File: config.mk
export PLATFORM = sky130hd
export DESIGN_NAME = av_timestamp_jitter_corrector
export DESIGN_NICKNAME = d
export VERILOG_FILES = /design/src/avtjc_pkg.sv /design/src/avtjc_cfg_regs.sv /design/src/avtjc_core.sv /design/src/av_timestamp_jitter_corrector.sv
export VERILOG_INCLUDE_DIRS = /design/src /design/src/src
export SDC_FILE = /design/constraint.sdc
export NUM_CORES = 1
export LEC_CHECK = 0
export BUFFER_PORTS_ARGS = -buffer_cell sky130_fd_sc_hd__buf_2
export CORE_ASPECT_RATIO = 1.1
export CORE_MARGIN = 2
export CORE_UTILIZATION = 45
export CTS_CLUSTER_DIAMETER = 60
export DETAILED_ROUTE_END_ITERATION = 16
export GPL_ROUTABILITY_DRIVEN = 0
export SYNTH_ARGS = -nofsm -noshare
export SYNTH_HDL_FRONTEND = slang
export SYNTH_SLANG_ARGS = --single-unit
File: constraint.sdc
create_clock -name i_clk -period 7.94 [get_ports i_clk]
set_input_delay 0.794 -clock i_clk [delete_from_list [all_inputs] [get_ports i_clk]]
set_output_delay 0.794 -clock i_clk [all_outputs]
set_load 0.005 [all_outputs]
File: src/av_timestamp_jitter_corrector_assert.svh
// Assertion macros shared by the timestamp corrector modules.
// Each macro takes a label, the clock, the active-low reset and a property or condition.
`ifndef AV_TIMESTAMP_JITTER_CORRECTOR_ASSERT_SVH
`define AV_TIMESTAMP_JITTER_CORRECTOR_ASSERT_SVH

`ifndef SYNTHESIS

// Check a property at every rising edge outside reset.
`define AVTJC_ASSERT(lbl, clk, rst_n, prop) \
    lbl: assert property (@(posedge clk) disable iff (!rst_n) prop) \
        else $error("avtjc assertion failed");

// Check that a condition never holds outside reset.
`define AVTJC_ASSERT_NEVER(lbl, clk, rst_n, cond) \
    lbl: assert property (@(posedge clk) disable iff (!rst_n) !(cond)) \
        else $error("avtjc forbidden condition seen");

`else

`define AVTJC_ASSERT(lbl, clk, rst_n, prop)
`define AVTJC_ASSERT_NEVER(lbl, clk, rst_n, cond)

`endif

`endif

File: src/avtjc_pkg.sv
`timescale 1ns / 1ps

package avtjc_pkg;

    localparam int TS_W  = 64;
    localparam int REG_W = 31;
    localparam int IDX_W = 2;

    // Configuration register indexes
    localparam logic [IDX_W-1:0] REG_AUDIO_STEP = 2'd0;
    localparam logic [IDX_W-1:0] REG_VIDEO_STEP = 2'd1;
    localparam logic [IDX_W-1:0] REG_THRESHOLD  = 2'd2;

    // Reset values of the configuration registers
    localparam logic [REG_W-1:0] AUDIO_STEP_RST = 31'd23;
    localparam logic [REG_W-1:0] VIDEO_STEP_RST = 31'd66;
    localparam logic [REG_W-1:0] THRESHOLD_RST  = 31'd500;

    typedef logic [TS_W-1:0] t_ts;

    typedef struct packed {
        logic [REG_W-1:0] audio_step;
        logic [REG_W-1:0] video_step;
        logic [REG_W-1:0] threshold;
    } t_cfg;

endpackage

File: src/avtjc_cfg_regs.sv
`timescale 1ns / 1ps

module avtjc_cfg_regs (
    input  logic                            i_clk,
    input  logic                            i_rst_n,
    input  logic                            i_cfg_we,
    input  logic [avtjc_pkg::IDX_W-1:0]     i_cfg_idx,
    input  logic [avtjc_pkg::REG_W-1:0]     i_cfg_wdata,
    output avtjc_pkg::t_cfg                 o_cfg
);

    avtjc_pkg::t_cfg r_cfg;

    // Write the addressed register; drop writes beyond the list
    always_ff @(posedge i_clk) begin
        if (!i_rst_n) begin
            r_cfg.audio_step <= avtjc_pkg::AUDIO_STEP_RST;
            r_cfg.video_step <= avtjc_pkg::VIDEO_STEP_RST;
            r_cfg.threshold  <= avtjc_pkg::THRESHOLD_RST;
        end else if (i_cfg_we) begin
            unique case (i_cfg_idx)
                avtjc_pkg::REG_AUDIO_STEP: r_cfg.audio_step <= i_cfg_wdata;
                avtjc_pkg::REG_VIDEO_STEP: r_cfg.video_step <= i_cfg_wdata;
                avtjc_pkg::REG_THRESHOLD:  r_cfg.threshold  <= i_cfg_wdata;
                default: ;
            endcase
        end
    end

    assign o_cfg = r_cfg;

endmodule

File: src/avtjc_core.sv
`timescale 1ns / 1ps
`include "av_timestamp_jitter_corrector_assert.svh"

module avtjc_core (
    input  logic                i_clk,
    input  logic                i_rst_n,
    input  logic                i_fire,
    input  logic                i_is_video,
    input  avtjc_pkg::t_ts      i_ts,
    input  avtjc_pkg::t_cfg     i_cfg,
    output avtjc_pkg::t_ts      o_result
);

    logic           r_seen_first;
    avtjc_pkg::t_ts r_prev_in;
    avtjc_pkg::t_ts r_prev_out;
    avtjc_pkg::t_ts r_prev_audio;
    avtjc_pkg::t_ts r_prev_video;

    avtjc_pkg::t_ts w_step;
    avtjc_pkg::t_ts w_cand;
    avtjc_pkg::t_ts w_thr;
    logic           w_jump;

    // Raw step from the previous input; a jump is negative or at/above threshold
    assign w_thr  = {{(avtjc_pkg::TS_W-avtjc_pkg::REG_W){1'b0}}, i_cfg.threshold};
    assign w_step = i_ts - r_prev_in;
    assign w_jump = w_step[avtjc_pkg::TS_W-1] || (w_step >= w_thr);

    // Candidate from the same stream's history plus its frame duration
    always_comb begin
        if (i_is_video) begin
            w_cand = r_prev_video
                   + {{(avtjc_pkg::TS_W-avtjc_pkg::REG_W){1'b0}}, i_cfg.video_step};
        end else begin
            w_cand = r_prev_audio
                   + {{(avtjc_pkg::TS_W-avtjc_pkg::REG_W){1'b0}}, i_cfg.audio_step};
        end
    end

    // Zero first, last output plus step, or on a jump the clamped candidate
    always_comb begin
        priority if (!r_seen_first) begin
            o_result = '0;
        end else if (!w_jump) begin
            o_result = r_prev_out + w_step;
        end else if (w_cand < r_prev_out) begin
            o_result = r_prev_out;
        end else begin
            o_result = w_cand;
        end
    end

    // Update the histories on every processed item
    always_ff @(posedge i_clk) begin
        if (!i_rst_n) begin
            r_seen_first <= 1'b0;
            r_prev_in    <= '0;
            r_prev_out   <= '0;
            r_prev_audio <= '0;
            r_prev_video <= '0;
        end else if (i_fire) begin
            r_seen_first <= 1'b1;
            r_prev_in    <= i_ts;
            r_prev_out   <= o_result;
            if (!r_seen_first) begin
                r_prev_audio <= '0;
                r_prev_video <= '0;
            end else if (i_is_video) begin
                r_prev_video <= o_result;
            end else begin
                r_prev_audio <= o_result;
            end
        end
    end

    `AVTJC_ASSERT(a_first_is_zero, i_clk, i_rst_n, i_fire && !r_seen_first |-> o_result == '0)
    `AVTJC_ASSERT(a_jump_monotonic, i_clk, i_rst_n, i_fire && r_seen_first && w_jump |-> o_result >= r_prev_out)
    `AVTJC_ASSERT(a_seen_after_fire, i_clk, i_rst_n, i_fire |=> r_seen_first)

endmodule

File: src/av_timestamp_jitter_corrector.sv
`timescale 1ns / 1ps
`include "av_timestamp_jitter_corrector_assert.svh"
// Channel   | Direction | Handshake            | Payload
// s_axis    | in        | tvalid / tready      | tdata: in_timestamp; tuser: is_video
// m_axis    | out       | tvalid / tready      | tdata: out_timestamp
// cfg       | in        | we (no ready)        | idx 0 audio, 1 video, 2 threshold
//
// One item per cycle unless the output stalls: input register, one pass of adders and
// compares against the stream histories, then the result register.
// The histories update in the same cycle as the compute, so items follow back to back.
// Synchronous active-low reset clears histories and loads configuration defaults.
// An output stall holds the result register and then the input register; s_axis
// tready drops only when both are full and the output is not taken.

module av_timestamp_jitter_corrector (
    input  logic                           i_clk,
    input  logic                           i_rst_n,
    input  logic                           i_s_axis_tvalid,
    output logic                           o_s_axis_tready,
    input  logic [avtjc_pkg::TS_W-1:0]     i_s_axis_tdata,   // [63:0] in_timestamp
    input  logic                           i_s_axis_tuser,   // [0] is_video
    output logic                           o_m_axis_tvalid,
    input  logic                           i_m_axis_tready,
    output logic [avtjc_pkg::TS_W-1:0]     o_m_axis_tdata,   // [63:0] out_timestamp
    input  logic                           i_cfg_we,
    input  logic [avtjc_pkg::IDX_W-1:0]    i_cfg_idx,
    input  logic [avtjc_pkg::REG_W-1:0]    i_cfg_wdata
);

    logic            r_s1_valid;
    logic            r_s1_is_video;
    avtjc_pkg::t_ts  r_s1_ts;
    logic            r_out_valid;
    avtjc_pkg::t_ts  r_out_ts;

    avtjc_pkg::t_cfg w_cfg;
    avtjc_pkg::t_ts  w_result;
    logic            w_s2_take;
    logic            w_fire;
    logic            w_in_acc;

    // Handshake between stages
    assign w_s2_take       = !r_out_valid || i_m_axis_tready;
    assign w_fire          = r_s1_valid && w_s2_take;
    assign o_s_axis_tready = !r_s1_valid || w_s2_take;
    assign w_in_acc        = i_s_axis_tvalid && o_s_axis_tready;

    avtjc_cfg_regs u_cfg (
        .i_clk       (i_clk),
        .i_rst_n     (i_rst_n),
        .i_cfg_we    (i_cfg_we),
        .i_cfg_idx   (i_cfg_idx),
        .i_cfg_wdata (i_cfg_wdata),
        .o_cfg       (w_cfg)
    );

    avtjc_core u_core (
        .i_clk      (i_clk),
        .i_rst_n    (i_rst_n),
        .i_fire     (w_fire),
        .i_is_video (r_s1_is_video),
        .i_ts       (r_s1_ts),
        .i_cfg      (w_cfg),
        .o_result   (w_result)
    );

    // Input register: load on accept, drop once processed
    always_ff @(posedge i_clk) begin
        if (!i_rst_n) begin
            r_s1_valid <= 1'b0;
        end else if (w_in_acc) begin
            r_s1_valid <= 1'b1;
        end else if (w_fire) begin
            r_s1_valid <= 1'b0;
        end
    end

    always_ff @(posedge i_clk) begin
        if (w_in_acc) begin
            r_s1_is_video <= i_s_axis_tuser;
            r_s1_ts       <= i_s_axis_tdata;
        end
    end

    // Result register: load on process, clear when taken
    always_ff @(posedge i_clk) begin
        if (!i_rst_n) begin
            r_out_valid <= 1'b0;
        end else if (w_fire) begin
            r_out_valid <= 1'b1;
        end else if (i_m_axis_tready) begin
            r_out_valid <= 1'b0;
        end
    end

    always_ff @(posedge i_clk) begin
        if (w_fire) begin
            r_out_ts <= w_result;
        end
    end

    assign o_m_axis_tvalid = r_out_valid;
    assign o_m_axis_tdata  = r_out_ts;

    `AVTJC_ASSERT(a_fire_fills_out, i_clk, i_rst_n, w_fire |=> r_out_valid)
    `AVTJC_ASSERT(a_s1_holds, i_clk, i_rst_n, r_s1_valid && !w_s2_take |=> r_s1_valid)
    `AVTJC_ASSERT_NEVER(a_stall_only_full, i_clk, i_rst_n, !o_s_axis_tready && !(r_s1_valid && r_out_valid))

endmodule
==> metrics.cfg, run 1 <==
[run_status]
status = completed

[clock_tree]
postCtsSetupBuffers = 0
cts_hold_buf = 0
numCtsBuffers = 57
clock-sinks = 481
htreeDepth = 2
worstSkewPairLatency_ps = 640
clockBufferDepth = 3
ctsResizeCount = 0
cts-root-buf = clkbuf_16
cts_tree = done
path_clk_slew_ps = 60

[setup_path]
reg2reg_depth = 25
slowest_stage = a2111oi_0
cp-start-kind = flip-flop
startpoint = u_cfg.o_cfg[66]$_SDFFE_PN1P_
cpMostUsedCell = buf_4
r2r_start = u_cfg.o_cfg[66]$_SDFFE_PN1P_
worst_setup_path_end_kind = flip-flop
cpPeakStageDelay_ps = 590
crit_buf_inv = 4
cp_top_family = compound AO/OA/AOI/OAI gates
worstPathRequired_ps = 8330
critPathMaxFanout = 71
r2r_end = o_m_axis_tdata[20]$_DFFE_PP_
regToRegSetupSlack_ps = 620
critical_path_arrival_ps = 7710
critPathKind = flip-flop to flip-flop

[floorplan]
start_util_pct = 45.2
die_y_um = 290
num_io_pins = 169
core_area_um2 = 74200
dieWidth_um = 264
dieArea_um2 = 76800
row_count = 105

[cells_and_area]
syn_to_final_growth_pct = 10.9
drive_gt1_share_pct = 10.3
layout.nets = 4420
antenna_cells = 0

[drt]
wl_per_cell_um = 22.0
postRouteAntennaNets = 0
first_pass_iters = 5
viasPerCell = 5.92
drt_wl_total_mm = 111
drt_iter0_drc = 2515
vias = 29900
drc = 0

[power]
power_mw = 6.83
ir_drop_v = 0.000171
clkPwrFrac_pct = 40.8
seqPwrFrac_pct = 38.6
p_leak_nw = 15.0
netSwitchingFraction_pct = 30.5
pwr-share-comb_pct = 20.6
power_density_nw_per_um2 = 184
p_switching_mw = 2.09
internal_power_mw = 4.75

[yosys]
synth.area.top_cells = dfxtp_1 (21%), edfxtp_1 (12%), ha_1 (11%), nand2_1 (6.6%), a21oi_1 (3.7%)
synth_edf_count = 129
synth_seq_cells = 481
avgSynthCellArea_um2 = 8.50
ys_seq_area_share_pct = 32.5
ys_types = 95
yosys_warnings = 0
async_flop_share_pct = 0
synthFlopType = dfxtp_1
synth_cells = 3948
netlist_area_um2 = 33600
synth_top_area_share_pct = 21.0
yosys.area.top_type = dfxtp_1
synthesis.nets = 4337
yosys-top-cells-count = nand2_1 (586), dfxtp_1 (352), ha_1 (282), a21oi_1 (250), inv_1 (210)
yosysMostFrequentCell = nand2_1

[grt]
grt_pass1_vias = 27900
antenna_found_initial = 0
grt_pass1_wl_mm = 169
grt_usage_pct = 28.2
grt_overflow_total = 0
grt_max_degree = 91

[timing]
period_share_pct = 92.2
relSlewSlack_pct = 16.8
setup_viol = 0
setup_tns_ps = 0
clock_skew_ps = 34.1
fmax_mhz = 137
finalHoldViolations = 0
maxSlewViolCount = 0
period_needed_ps = 7320
layout_setup_ws_ps = 618
grt_setup_unrepaired = false
worstMarginPinSlew_ps = 1240

[placed_design]
pre_cts_slack_ps = 632
port_buffers = 168
detailed_place_hpwl_mm = 83.6

[worst_hold_path]
min_from = i_s_axis_tdata[25]
hold_path_class = input pin to flip-flop
holdPathStages = 1
min_to = r_s1_ts[25]$_DFFE_PP_

[flow_run]
drv_cap = 0

## worst max path at each step
stage	endpoint	cells after the start
after floorplan	o_m_axis_tdata[22]$_DFFE_PP_	24
after CTS	o_m_axis_tdata[45]$_DFFE_PP_	25
final	o_m_axis_tdata[20]$_DFFE_PP_	25
after detailed placement	o_m_axis_tdata[45]$_DFFE_PP_	25
after global placement	o_m_axis_tdata[45]$_DFFE_PP_	25
after global routing	u_core.r_prev_video[45]$_SDFFE_PN0P_	25
## state kept, by name, indices dropped and copies added, names as in the netlist, 64 cells and up
| name | cells |
|---|---|
| u_core.r_prev_out | 64 |
| u_cfg.o_cfg | 93 |
| r_s1_ts | 64 |
| o_m_axis_tdata | 64 |
| u_core.r_prev_video | 64 |
| u_core.r_prev_in | 64 |
| u_core.r_prev_audio | 64 |
## layout by cell type, fill, tap and decap left out, types with 19 or more instances in the layout
cell / instances
inv_1: 209
o21ai_0: 178
dfxtp_1: 351
clkbuf_16: 57
a21o_1: 133
nor2b_1: 41
mux2i_1: 77
nand3_1: 80
o21a_1: 32
a31oi_1: 29
a211oi_1: 49
and4_1: 19
edfxtp_1: 129
a21boi_0: 155
nand2b_1: 26
nor3_1: 38
o21ai_1: 46
a32o_1: 27
ha_1: 282
buf_4: 42
and2_1: 65
xor2_1: 86
nand4_1: 61
xnor2_1: 131
a22o_1: 112
mux2_2: 26
o21bai_1: 26
o211ai_1: 48
mux2i_2: 34
nand2_1: 585
and3_1: 54
a21oi_1: 250
nor2_1: 165
buf_2: 167
## power groups by stage
stage | Combinational, mW | Clock [mW] | Sequential [mW]
detailed placement | 1.38 | 0 | 2.69
floorplan | 0.949 | 0 | 2.67
global route | 1.54 | 2.93 | 2.64
finish | 1.41 | 2.79 | 2.64
global placement | 1.38 | 0 | 2.69
CTS | 1.39 | 2.84 | 2.64
## cells by family (layout without fill, tap and decap cells)
kind of cell	count (synthesis)	in the layout	share of synthesized area, %
AOI/OAI and AO/OA	1215	1215	24.8
xor gates and xnor gates	217	217	5.66
muxes	137	137	4.56
DFF	481	481	32.5
buffers and inverters	397	526	4.68
and+or+nand+nor	1215	1215	17.0
adders and majority gates	286	286	10.7
## metrics by stage
step,util (%),hold slack (ps),area (µm²),std cells
CTS,50.2,315,37200,5040
finish,50.2,343,37200,5040
global placement,47.5,451,35300,4935
global route,50.2,328,37200,5040
detailed placement,47.5,457,35300,4935
floorplan,-,433,33600,3948
## cell type report
type | count | area [µm²]
Clock buffer | 73 | 1530
Clock inverter | 32 | 454
Inverter | 210 | 791
Multi-Input combinational cell | 3070 | 21200
Sequential cell | 481 | 10900
Fill cell | 7148 | 37000
Tap cell | 963 | 1200
Timing Repair Buffer | 211 | 1190
## routing by layer
metal	GRT usage [%]	share of wire (%)	vias up
met5	0	0	-
met1	39.7	45	14100
met4	8.56	3.0	0
li1	-	-	14500
met2	43.2	43	1153
met3	5.71	8.8	164
No activity file was read; power rests on OpenSTA's default activity.
==> run 2, diff against run 1 <==
--- a/config.mk
+++ b/config.mk
@@ -6,6 +6,7 @@
 export SDC_FILE = /design/constraint.sdc
 export NUM_CORES = 1
 export LEC_CHECK = 0
+export ABC_AREA = 1
 export BUFFER_PORTS_ARGS = -buffer_cell sky130_fd_sc_hd__buf_2
 export CORE_ASPECT_RATIO = 1.1
 export CORE_MARGIN = 2
==> run 2 against run 1 <==
Fmax increased by 22%. Non-clock buffer count decreased by 16. Global-route usage increased by 3.6 points. Critical path depth fell by 1. Critical endpoint is now o_m_axis_tdata[61]$_DFFE_PP_. Largest cell class unchanged. Largest power group is now sequential cells. Highest routed layer unchanged.
==> metrics.cfg, run 2 <==
[grt]
grt_usage_pct = 31.8  ; +3.6 points
grt_max_degree = 125  ; +37%
grt_pass1_vias = 36700  ; +32%
grt_pass1_wl_mm = 211  ; +25%
grt_overflow_total = 0  ; unchanged
antenna_found_initial = 2  ; +2

[setup_path]
r2r_start = u_core.r_prev_audio[5]$_SDFFE_PN0P_
critPathKind = flip-flop to flip-flop
reg2reg_depth = 24  ; -4.0%
worstPathRequired_ps = 8340  ; about the same
cp_top_family = simple AND/OR/NAND/NOR gates
cp-start-kind = flip-flop
regToRegSetupSlack_ps = 1950  ; +1330 ps
cpPeakStageDelay_ps = 700  ; +110 ps
r2r_end = o_m_axis_tdata[61]$_DFFE_PP_
critical_path_arrival_ps = 6390  ; -1320 ps
critPathMaxFanout = 64  ; -9.9%
cp_cell_sequence = ha_1, nand2_1, o21ai_0, a21oi_1, o21ai_0, nand2_1, nand2_1, nand2_1, xor2_1, nand2_1, nand2_1, inv_1, ha_1, nand4_1, nor3_1, nand3_1, nor4_1, nand2_4, nand2_4, nand2_1, nand2_1, nand2_1, nand3_1, inv_1
worst_setup_path_end_kind = flip-flop
cpMostUsedCell = nand2_1
crit_buf_inv = 2  ; -2
slowest_stage = nand2_4

[floorplan]
die_y_um = 308  ; +6.2%
start_util_pct = 45.4  ; +0.21 points
num_io_pins = 169  ; unchanged
core_area_um2 = 83500  ; +12%
row_count = 111  ; +5.7%
dieWidth_um = 281  ; +6.2%
dieArea_um2 = 86600  ; +13%

[yosys]
synth_seq_cells = 481  ; unchanged
synth_cells = 5965  ; +51%
yosys-top-cells-count = nand2_1 (1459), inv_1 (995), a21oi_1 (595), nor2_1 (577), o21ai_0 (548)
yosysMostFrequentCell = nand2_1
yosys_warnings = 0  ; unchanged
synthesis.nets = 6354  ; +47%
yosys.area.top_type = dfxtp_1
ys_seq_area_share_pct = 28.8  ; -3.7 points
ys_types = 45  ; -53%
synth.area.top_cells = dfxtp_1 (19%), nand2_1 (14%), edfxtp_1 (10%), inv_1 (9.8%), ha_1 (9.3%)
async_flop_share_pct = 0  ; unchanged
avgSynthCellArea_um2 = 6.36  ; -25%
synth_top_area_share_pct = 18.6  ; -2.4 points
synthFlopType = dfxtp_1
netlist_area_um2 = 37900  ; +13%
synth_edf_count = 129  ; unchanged

[timing]
grt_setup_unrepaired = false
fmax_mhz = 167  ; +22%
period_share_pct = 75.4  ; -17 points
maxSlewViolCount = 0  ; unchanged
period_needed_ps = 5990  ; -1330 ps
relSlewSlack_pct = 26.9  ; +10 points
setup_viol = 0  ; unchanged
clock_skew_ps = 35.2  ; +1.08 ps
worstMarginPinSlew_ps = 1100  ; -147 ps
layout_setup_ws_ps = 1950  ; +1330 ps
hold_ws_ps = 321  ; -21.7 ps
setup_tns_ps = 0  ; unchanged
finalHoldViolations = 0  ; unchanged

[cells_and_area]
antenna_cells = 0  ; unchanged
layout.nets = 6435  ; +46%
regArea_um2 = 10900  ; about the same
multi_input_area_um2 = 22500  ; +6.4%
largest_register_ffs = 93  ; unchanged
drive_gt1_share_pct = 6.71  ; -3.6 points
layout_commonest_cell = nand2_1
utilization_pct = 49.9  ; -0.26 points
most-common-layout-cells = nand2_1 (1456), inv_1 (993), a21oi_1 (593)
n_fill_cell = 8881  ; +24%
syn_to_final_growth_pct = 9.83
final_design_area_no_fill_um2 = 41700  ; +12%

[clock_tree]
clockBufferDepth = 3  ; unchanged
cts_tree = done
path_clk_slew_ps = 60  ; about the same
worstSkewPairLatency_ps = 660  ; +20 ps
cts-root-buf = clkbuf_16
htreeDepth = 2  ; unchanged
clock-sinks = 481  ; unchanged
numCtsBuffers = 58  ; +1.8%
postCtsSetupBuffers = 0  ; unchanged
cts_hold_buf = 0  ; unchanged
ctsResizeCount = 0  ; unchanged

[power]
p_leak_nw = 19.9  ; +33%
ir_drop_v = 0.000167  ; -2.5%
power_density_nw_per_um2 = 198  ; +7.8%

[drt]
wl_per_cell_um = 19.4  ; -12%
first_pass_iters = 6  ; +1
viasPerCell = 5.43  ; -8.3%
vias = 39200  ; +31%
drc = 0  ; unchanged
drt_iter0_drc = 3812  ; +52%
drt_wl_total_mm = 140  ; +26%
postRouteAntennaNets = 0  ; unchanged

[flow_run]
drv_cap = 0  ; unchanged

[worst_hold_path]
holdPathStages = 1  ; unchanged
min_from = i_s_axis_tdata[5]
min_to = r_s1_ts[5]$_DFFE_PP_
hold_path_class = input pin to flip-flop

[placed_design]
detailed_place_hpwl_mm = 112  ; +34%
port_buffers = 168  ; unchanged
postPlaceCellArea_um2 = 39700  ; +13%
pre_cts_slack_ps = 2150  ; +1520 ps

[run_status]
status = completed

==> run 2: stage by stage <==
stage	power (mW)	cells
after global placement	5.48	7116
after CTS	8.24	7225
after floorplan	4.70	5965
after global routing	8.72	7225
after detailed placement	5.50	7116
final	8.24	7225
==> run 2: logic make-up after synthesis <==
logic type / synth area share, %
AOI/OAI and AO/OA: 17.3
xor gates and xnor gates: 2.66
adders and majority gates: 9.51
buffers and inverters: 12.0
DFF: 28.8
and+or+nand+nor: 29.8
==> run 2: cell type report <==
cell class              instances  share of cell area, %
flip-flops and latches        481                   26.2
clock buffers                  76                   3.82
multi-input cells            4303                   54.0
repair buffers                195                   2.56
inverters                    1007                   9.09
well taps                    1130                   3.39
clock inverters                33                  0.883
==> run 2: worst max path at each step <==
stage,from,endpoint,slack (ps),cells past startpoint
floorplan,u_cfg.o_cfg[31]$_SDFFE_PN0P_,o_m_axis_tdata[62]$_DFFE_PP_,3870,30
global placement,u_cfg.o_cfg[37]$_SDFFE_PN1P_,o_m_axis_tdata[61]$_DFFE_PP_,2200,27
detailed placement,u_cfg.o_cfg[31]$_SDFFE_PN0P_,o_m_axis_tdata[61]$_DFFE_PP_,2150,28
CTS,u_cfg.o_cfg[31]$_SDFFE_PN0P_,o_m_axis_tdata[26]$_DFFE_PP_,2140,28
global route,u_cfg.o_cfg[37]$_SDFFE_PN1P_,o_m_axis_tdata[61]$_DFFE_PP_,1410,27
finish,u_core.r_prev_audio[5]$_SDFFE_PN0P_,o_m_axis_tdata[61]$_DFFE_PP_,1950,24
==> run 2: metal layers <==
metal	vias to the layer above	GRT usage (%)	wire length, µm
li1	19500	-	-
met1	17900	41.2	58300
met2	1527	50.6	61400
met3	360	4.60	11700
met4	0	17.9	8870
met5	-	0	0
==> run 2: worst register-to-register path, stage by stage, from the launching register on <==
cell and delay (ps):
dfxtp_1 360, ha_1 370, nand2_1 120, o21ai_0 290, a21oi_1 150, o21ai_0 430, nand2_1 230, nand2_1 250
nand2_1 170, xor2_1 160, nand2_1 60, nand2_1 100, inv_1 60, ha_1 310, nand4_1 130, nor3_1 250
nand3_1 230, nor4_1 470, nand2_4 280, nand2_4 700, nand2_1 150, nand2_1 80, nand2_1 50, nand3_1 250
inv_1 70
==> run 2: power breakdown <==
| part | switching [mW] | leakage (nW) | internal (mW) | total (mW) |
|---|---|---|---|---|
| logic | 1.80 | 14.8 | 0.864 | 2.67 |
| clock network | 1.14 | 0.955 | 1.59 | 2.73 |
| registers | 0.156 | 4.13 | 2.69 | 2.85 |
